--- src/sv/assert_macros.svh ---
// Assertion helpers; each expects clk and rst_n in scope.
`ifndef ASSERT_MACROS_SVH
`define ASSERT_MACROS_SVH

// Condition holds at every edge outside reset
`define ASSERT_ALWAYS(lbl, cond) \
  lbl: assert property (@(posedge clk) disable iff (!rst_n) (cond)) \
    else $error("assertion failed");

// Consequent holds in the same cycle as the antecedent
`define ASSERT_IMPL(lbl, ante, cons) \
  lbl: assert property (@(posedge clk) disable iff (!rst_n) (ante) |-> (cons)) \
    else $error("assertion failed");

// Consequent holds in the cycle after the antecedent
`define ASSERT_NEXT(lbl, ante, cons) \
  lbl: assert property (@(posedge clk) disable iff (!rst_n) (ante) |=> (cons)) \
    else $error("assertion failed");

`endif

--- src/sv/tdn_pkg.sv ---
package tdn_pkg;

  localparam int MAX_KEYS = 128;
  localparam int IDX_W    = (MAX_KEYS > 1) ? $clog2(MAX_KEYS) : 1;
  localparam int CNT_W    = $clog2(MAX_KEYS + 1);
  localparam int OFS_W    = 16;
  localparam int KEY_W    = 4 * OFS_W;
  localparam int ID_W     = 7;
  localparam int DCNT_W   = 8;

  // Search request travelling down the cell row
  typedef struct packed {
    logic             vld;
    logic [KEY_W-1:0] key;
    logic             hit;
    logic [IDX_W-1:0] id;
  } probe_t;

  typedef struct packed {
    logic [ID_W-1:0]   id;
    logic              is_new;
    logic [DCNT_W-1:0] dcount;
    logic              full;
    logic              seq_end;
  } result_t;

  typedef enum logic [1:0] {
    ST_IDLE,
    ST_SCAN,
    ST_HOLD
  } state_t;

endpackage

--- src/sv/tdn_cell.sv ---
module tdn_cell (
  input  logic                       clk,
  input  logic                       rst_n,
  input  logic [tdn_pkg::IDX_W-1:0]  idx,
  input  logic [tdn_pkg::CNT_W-1:0]  cnt,
  input  tdn_pkg::probe_t            probe_in,
  output tdn_pkg::probe_t            probe_out
);
  import tdn_pkg::*;

  logic [KEY_W-1:0] key_r;
  probe_t           probe_r;
  probe_t           probe_nxt;
  logic             occupied;
  logic             match;
  logic             wr;

  assign occupied = CNT_W'(idx) < cnt;
  assign match    = probe_in.vld && !probe_in.hit && occupied && (key_r == probe_in.key);
  // First free slot takes the key when nothing earlier matched
  assign wr       = probe_in.vld && !probe_in.hit && (CNT_W'(idx) == cnt);

  always_comb begin
    probe_nxt     = probe_in;
    probe_nxt.hit = probe_in.hit | match;
    if (match) begin
      probe_nxt.id = idx;
    end
  end

  always_ff @(posedge clk) begin
    if (wr) begin
      key_r <= probe_in.key;
    end
  end

  always_ff @(posedge clk) begin
    if (!rst_n) begin
      probe_r.vld <= 1'b0;
    end else begin
      probe_r.vld <= probe_nxt.vld;
    end
    probe_r.key <= probe_nxt.key;
    probe_r.hit <= probe_nxt.hit;
    probe_r.id  <= probe_nxt.id;
  end

  assign probe_out = probe_r;

endmodule

--- config.mk ---
export PLATFORM = sky130hd
export DESIGN_NAME = tdn_cell
export DESIGN_NICKNAME = d
export VERILOG_FILES = /design/src/sv/assert_macros.svh /design/src/sv/tdn_pkg.sv /design/src/sv/tdn_cell.sv
export SDC_FILE = /design/constraint.sdc
export NUM_CORES = 1
export LEC_CHECK = 0
export BUFFER_PORTS_ARGS = -buffer_cell sky130_fd_sc_hd__buf_4
export CORE_MARGIN = 2
export CORE_UTILIZATION = 48
export DETAILED_ROUTE_END_ITERATION = 8
export PLACE_DENSITY = 0.77
export SLEW_MARGIN = 30
export SYNTH_ARGS = -nofsm -noshare
export SYNTH_HDL_FRONTEND = slang
export SYNTH_SLANG_ARGS = --single-unit
export TNS_END_PERCENT = 10
--- constraint.sdc ---
create_clock -name clk -period 7.3 [get_ports clk]
set_input_delay 0.73 -clock clk [delete_from_list [all_inputs] [get_ports clk]]
set_output_delay 0.73 -clock clk [all_outputs]
set_load 0.02 [all_outputs]
==> qor.yml, run 1 <==
outcome: "finished, final reports clean"
tightest_slew_ns: 0.975
max_slew_margin: 0.347
hold_start: "probe_in[32]"
setup_tns_ns: 0
syn_area_per_cell_um2: 16.9
vias_per_cell: 4.78
cts_hold_buf: 0
h-tree-depth: 4
critPathMaxFanout: 52
detail-route-antenna-nets: 0
vias: 2686
antenna_found_initial: 0
clkTransAtPathRegs_ns: 0.06
root_buffer: "clkbuf_8"
finalNetCount: 538
power_density_nw_per_um2: 288
worst-r2r-setup-slack_ns: 5.01
die_w_um: 99.4
holdPathStages: 1
syn_area_um2: 4370
seq_area_um2: 3380
worst_path_most_repeated_cell: "buf_4"
hold_end: "probe_out[32]"
critPathMaxStageDelay_ns: 0.83
grt_pass1_wl_mm: 13.7
post-route-drc-count: 0
path_class: "in -> reg"
rows: 34
yosys_warnings: 0
leakagePower_nw: 2.61
setup_viol: 0
r2r_cells: 6
grt_max_degree: 53
skew_ns: 0.0101
io_pins: 163
cap_viol_max_count: 0
synth_cell_type_count: 20
drtIter0Drc: 68
die_area_um2: 9890
min_path_type: "in -> reg"
timing.rr.start: "key_r[21]"
cp_data_required_time_ns: 7.43
antenna_cells: 0
synthDominantCellAreaShare: 0.440
placedCellCount: 530
clock.fmax_ghz: 0.366
ctsResizeCount: 0
drtPass1Iterations: 4
worst_ep_arrival_time_ns: 2.87
clockBufferDepth: 2
insertion_delay_ns: 0.51
drv_slew: 0
max-vdd-ir-drop_v: 0.000249
min_period_ns: 2.73
dp_hpwl_mm: 6.33
die_h_um: 99.4
endpoint_kind: "flop"
cp_cell_sequence: "buf_4, ha_1, nand4_1, nor3_2, buf_4"
seq_area_frac_synth: 0.774
pre_cts_ws_ns: 4.03
io_buffer_count: 162
post_cts_buffers: 0
cts_tree: "yes"
synthTopCellsByArea: "edfxtp_1 (44%), dfxtp_1 (33%), xnor2_1 (8.6%), xor2_1 (4.2%), nand4_1 (2.1%)"
worstSetupStartpointType: "input pin"
core_region_area_um2: 8760
rsz0062_at_grt: "false"
crit_path_top_delay_cell: "nor3_2"
yosysTopAreaCell: "edfxtp_1"
overflow: 0
start_util: 0.499
grtUsageTotal: 0.181
final_cells: 562
synth_nets: 356
post-route-period-util: 0.374
clock_sink_count: 137
synth-seq-cells: 137
multi_input_area_um2: 963
drive_above_1_share: 0.445
hold_viol_final: 0
area_growth_pct: 44.8
gp_congestion: 0.753
grt_pass1_vias: 2810
wl_per_cell_um: 15.4
wl_mm: 8.63
fin_ws_ns: 4.57
num-fill-cells: 594
cts_made_buffers: 17
r2r-end: "probe_out[3]"
syn_inst: 259
[kinds of logic (layout without fill, tap and decap cells)]
kind of cell / Yosys count / count (layout) / synth area share
and+or+nand+nor: 31 / 31 / 0.0464
AOI/OAI and AO/OA: 5 / 5 / 0.00658
muxes: 7 / 7 / 0.0180
adders and majority gates: 7 / 7 / 0.0200
xor gates and xnor gates: 64 / 64 / 0.128
buffers and inverters: 8 / 203 / 0.00687
DFF: 137 / 137 / 0.774
[routing by layer]
| metal | part of all wire | global-route usage | wire length (µm) |
|---|---|---|---|
| met2 | 0.51 | 0.298 | 4400 |
| met3 | 0.071 | 0.0618 | 615 |
| met1 | 0.41 | 0.225 | 3510 |
| met4 | 0.013 | 0.0632 | 109 |
| met5 | 0 | 0 | 0 |
[layout by cell type (no fill, tap or decap)]
master | netlist | layout
nand2b_1 | 1 | 1
and2_1 | 1 | 1
clkinvlp_4 | 0 | 1
mux2_2 | 7 | 7
nor4_2 | 1 | 1
clkinv_2 | 0 | 2
clkbuf_16 | 0 | 16
nand4_1 | 15 | 15
nand4_2 | 1 | 1
dfxtp_1 | 73 | 73
clkbuf_8 | 0 | 3
inv_6 | 0 | 3
clkbuf_1 | 0 | 3
nor3_1 | 3 | 2
inv_1 | 8 | 8
bufinv_16 | 0 | 3
a31oi_1 | 1 | 1
nor3_2 | 0 | 1
edfxtp_1 | 64 | 64
buf_4 | 0 | 163
ha_1 | 7 | 7
clkinv_4 | 0 | 1
nor2b_1 | 1 | 1
a21oi_1 | 3 | 3
o211ai_1 | 1 | 1
xnor2_1 | 43 | 43
nand3_1 | 1 | 1
or2b_1 | 1 | 1
nor4_1 | 6 | 6
xor2_1 | 21 | 21
[cell usage after synthesis]
library cell / instances
inv_1: 8
nor4_1: 6
nand4_1: 15
a31oi_1: 1
edfxtp_1: 64
nor4_2: 1
or2b_1: 1
ha_1: 7
dfxtp_1: 73
a21oi_1: 3
nor2b_1: 1
and2_1: 1
xor2_1: 21
nand3_1: 1
nand2b_1: 1
o211ai_1: 1
mux2_2: 7
nand4_2: 1
nor3_1: 3
xnor2_1: 43
[stage by stage]
step	area, µm²	total power (W)	util	hold WS, ns
after global placement	5740	0.000987	0.654	0.856
after global routing	6330	0.00188	0.722	0.320
after CTS	6330	0.00184	0.722	0.320
after floorplan	4370	0.000900	-	0.758
final	6330	0.00182	0.722	0.344
after detailed placement	5740	0.000990	0.654	0.860
[worst max-delay path: cells and delay by family]
kind                       cells  cell delay (ns)
adders and majority gates      1             0.32
and+or+nand+nor                2             0.99
buffers and inverters          2             0.78
[cell type report]
class / instances / share of cell area
flip-flops and latches: 137 / 0.534
repair buffers: 163 / 0.193
multi-input cells: 114 / 0.152
clock buffers: 22 / 0.0715
clock inverters: 10 / 0.0225
well taps: 108 / 0.0213
inverters: 8 / 0.00474
[power breakdown]
group | switching, W | internal [W]
combinational | 0.0000682 | 0.0000732
sequential | 0.00000591 | 0.000825
clock | 0.000309 | 0.000541
[how the worst max path moves through the flow]
stage                 from         to  cells after the start
floorplan           cnt[6]   key_r[0]                      4
global placement    idx[6]  key_r[52]                      5
detailed placement  idx[6]  key_r[17]                      5
CTS                 cnt[6]  key_r[22]                      6
global route        cnt[6]  key_r[36]                      6
finish              idx[6]  key_r[15]                      5
[flip-flops by register name, indices dropped and copies added (netlist names)]
register and flops:
probe_out 73, key_r 64
No activity file was read; power rests on OpenSTA's default activity.
==> inputs of run 2 (changes only) <==
==> constraint.sdc (replaced) <==
create_clock -name clk -period 2.6 [get_ports clk]
set_input_delay 0.26 -clock clk [delete_from_list [all_inputs] [get_ports clk]]
set_output_delay 0.26 -clock clk [all_outputs]
set_load 0.02 [all_outputs]
==> run 2 against run 1 <==
  * Die area did not move
  * First-iteration DRC count decreased by 12%
  * Via count is 15% higher
  * Non-clock buffer count grew 79
  * Core utilization is 9.6 points higher
  * Cell count is 14% higher
  * Wire length up 26%
  * Combinational power increased to 3.7 times the previous value
  * Clock power grew to 2.6 times the previous value
  * Largest cell class unchanged
==> qor.yml, run 2 (same netlist as run 1, synthesis figures left out) <==
io_pins: 163
die_area_um2: 9890
rsz0062_at_grt: "false"
max_slew_margin: 0.692
num-fill-cells: 463
vias: 3089
grt_max_degree: 65
finalNetCount: 617
power_w: 0.00506
drtIter0Drc: 60
path_class: "in -> reg"
worstSetupStartpointType: "input pin"
fin_ws_ns: 0.221
cap_viol_max_count: 0
grt.met2_usage: 0.403
die_w_um: 99.4
wl_per_cell_um: 17.0
detail-route-antenna-nets: 0
worst_ep_arrival_time_ns: 2.76
endpoint_kind: "flop"
grt_util_met3: 0.0555
cp_cell_sequence: "dlygate4sd3_1, buf_4, xor2_1, nor4_1, nand4_1, nor4_2, nand4_2, mux2_2"
cp_data_required_time_ns: 2.98
post_cts_buffers: 0
outcome: "finished, final reports clean"
grt_pass1_vias: 3324
hold_viol_final: 0
insertion_delay_ns: 0.50
gp_congestion: 0.735
overflow: 0
rows: 34
grt_pass1_wl_mm: 17.0
clock_sink_count: 137
grtUsageTotal: 0.228
drtPass1Iterations: 4
clock.fmax_ghz: 0.420
final_common_cell: "buf_4"
tightest_slew_ns: 0.458
leakagePower_nw: 2.92
critPathMaxFanout: 8
clkTransAtPathRegs_ns: 0.06
cts_made_buffers: 17
cts_tree: "yes"
max-vdd-ir-drop_v: 0.000483
io_buffer_count: 162
whs_ns: 0.0286
vias_per_cell: 4.82
dp_hpwl_mm: 6.28
area_growth_pct: 64.0
die_h_um: 99.4
post-route-period-util: 0.915
h-tree-depth: 4
multi_input_area_um2: 1030
use_met1: 0.270
final_cell_mix: "buf_4 (163), dlygate4sd3_1 (78), dfxtp_1 (73)"
final_cells: 641
ctsResizeCount: 0
drive_above_1_share: 0.403
power_density_nw_per_um2: 705
antenna_cells: 0
placedCellCount: 531
crit_buf_inv: 2
largest_register_ffs: 73
antenna_found_initial: 0
busiest_layer: "met2"
pre_cts_ws_ns: 0.341
setup_viol: 0
min_path_type: "in -> reg"
post-route-drc-count: 0
critPathMaxStageDelay_ns: 0.54
drv_slew: 0
seq_area_um2: 3380
root_buffer: "clkbuf_8"
final_util: 0.818
skew_ns: 0.0124
clockBufferDepth: 2
cts_hold_buf: 77
min_period_ns: 2.38
cpLargestDelayFamily: "simple AND/OR/NAND/NOR gates"
start_util: 0.499
crit_path_top_delay_cell: "dlygate4sd3_1"
core_region_area_um2: 8760
wl_mm: 10.9
run 2: cell count changes in the layout (fill, tap and decap cells not counted), sizes merged:
| cell | before | now |
|---|---|---|
| buf | 163 | 164 |
| bufinv | 3 | 0 |
| clkbuf | 22 | 17 |
| clkinv | 3 | 0 |
| clkinvlp | 1 | 6 |
| dlygate4sd3 | 0 | 78 |
| inv | 11 | 17 |
run 2: routing by layer:
layer | routed length (µm) | share of wire | vias up
li1 | - | - | 1444
met1 | 4430 | 0.41 | 1506
met2 | 5810 | 0.53 | 126
met3 | 543 | 0.050 | 13
met4 | 133 | 0.012 | 0
met5 | 0 | 0 | -
run 2: layout make-up:
class	count	area share
clock inverters	15	0.0180
well taps	108	0.0189
clock buffers	17	0.0578
inverters	8	0.00698
flip-flops and latches	137	0.472
multi-input cells	114	0.144
repair buffers	242	0.282
run 2: power breakdown:
group | switching [W] | total, W | internal (W) | leakage [nW]
logic | 0.000228 | 0.000516 | 0.000289 | 1.48
clock network | 0.00100 | 0.00221 | 0.00121 | 0.249
registers | 0.0000194 | 0.00233 | 0.00232 | 1.19
run 2: final timing paths:
| check | startpoint | endpoint | slack, ns | cells past startpoint |
|---|---|---|---|---|
| setup / recovery | probe_in[64] | probe_out[6] | 0.22 | 8 |
| hold / removal | idx[3] | probe_out[3] | 0.03 | 2 |
| hold reg to reg | key_r[32] | probe_out[0] | 0.96 | 5 |
| setup reg to reg | key_r[56] | probe_out[6] | 0.29 | 6 |
run 2: metrics by stage:
step                cell area, µm²  setup TNS (ns)
floorplan                     4470           -5.64
global placement              5840               0
detailed placement            5840               0
CTS                           7160               0
global route                  7170               0
finish                        7170               0
run 2: worst register-to-register path, stage by stage (launching register included):
cell,delay [ns]
edfxtp_1,0.38
xor2_1,0.17
nor4_1,0.46
nand4_1,0.19
nor4_2,0.29
nand4_2,0.32
mux2_2,0.38
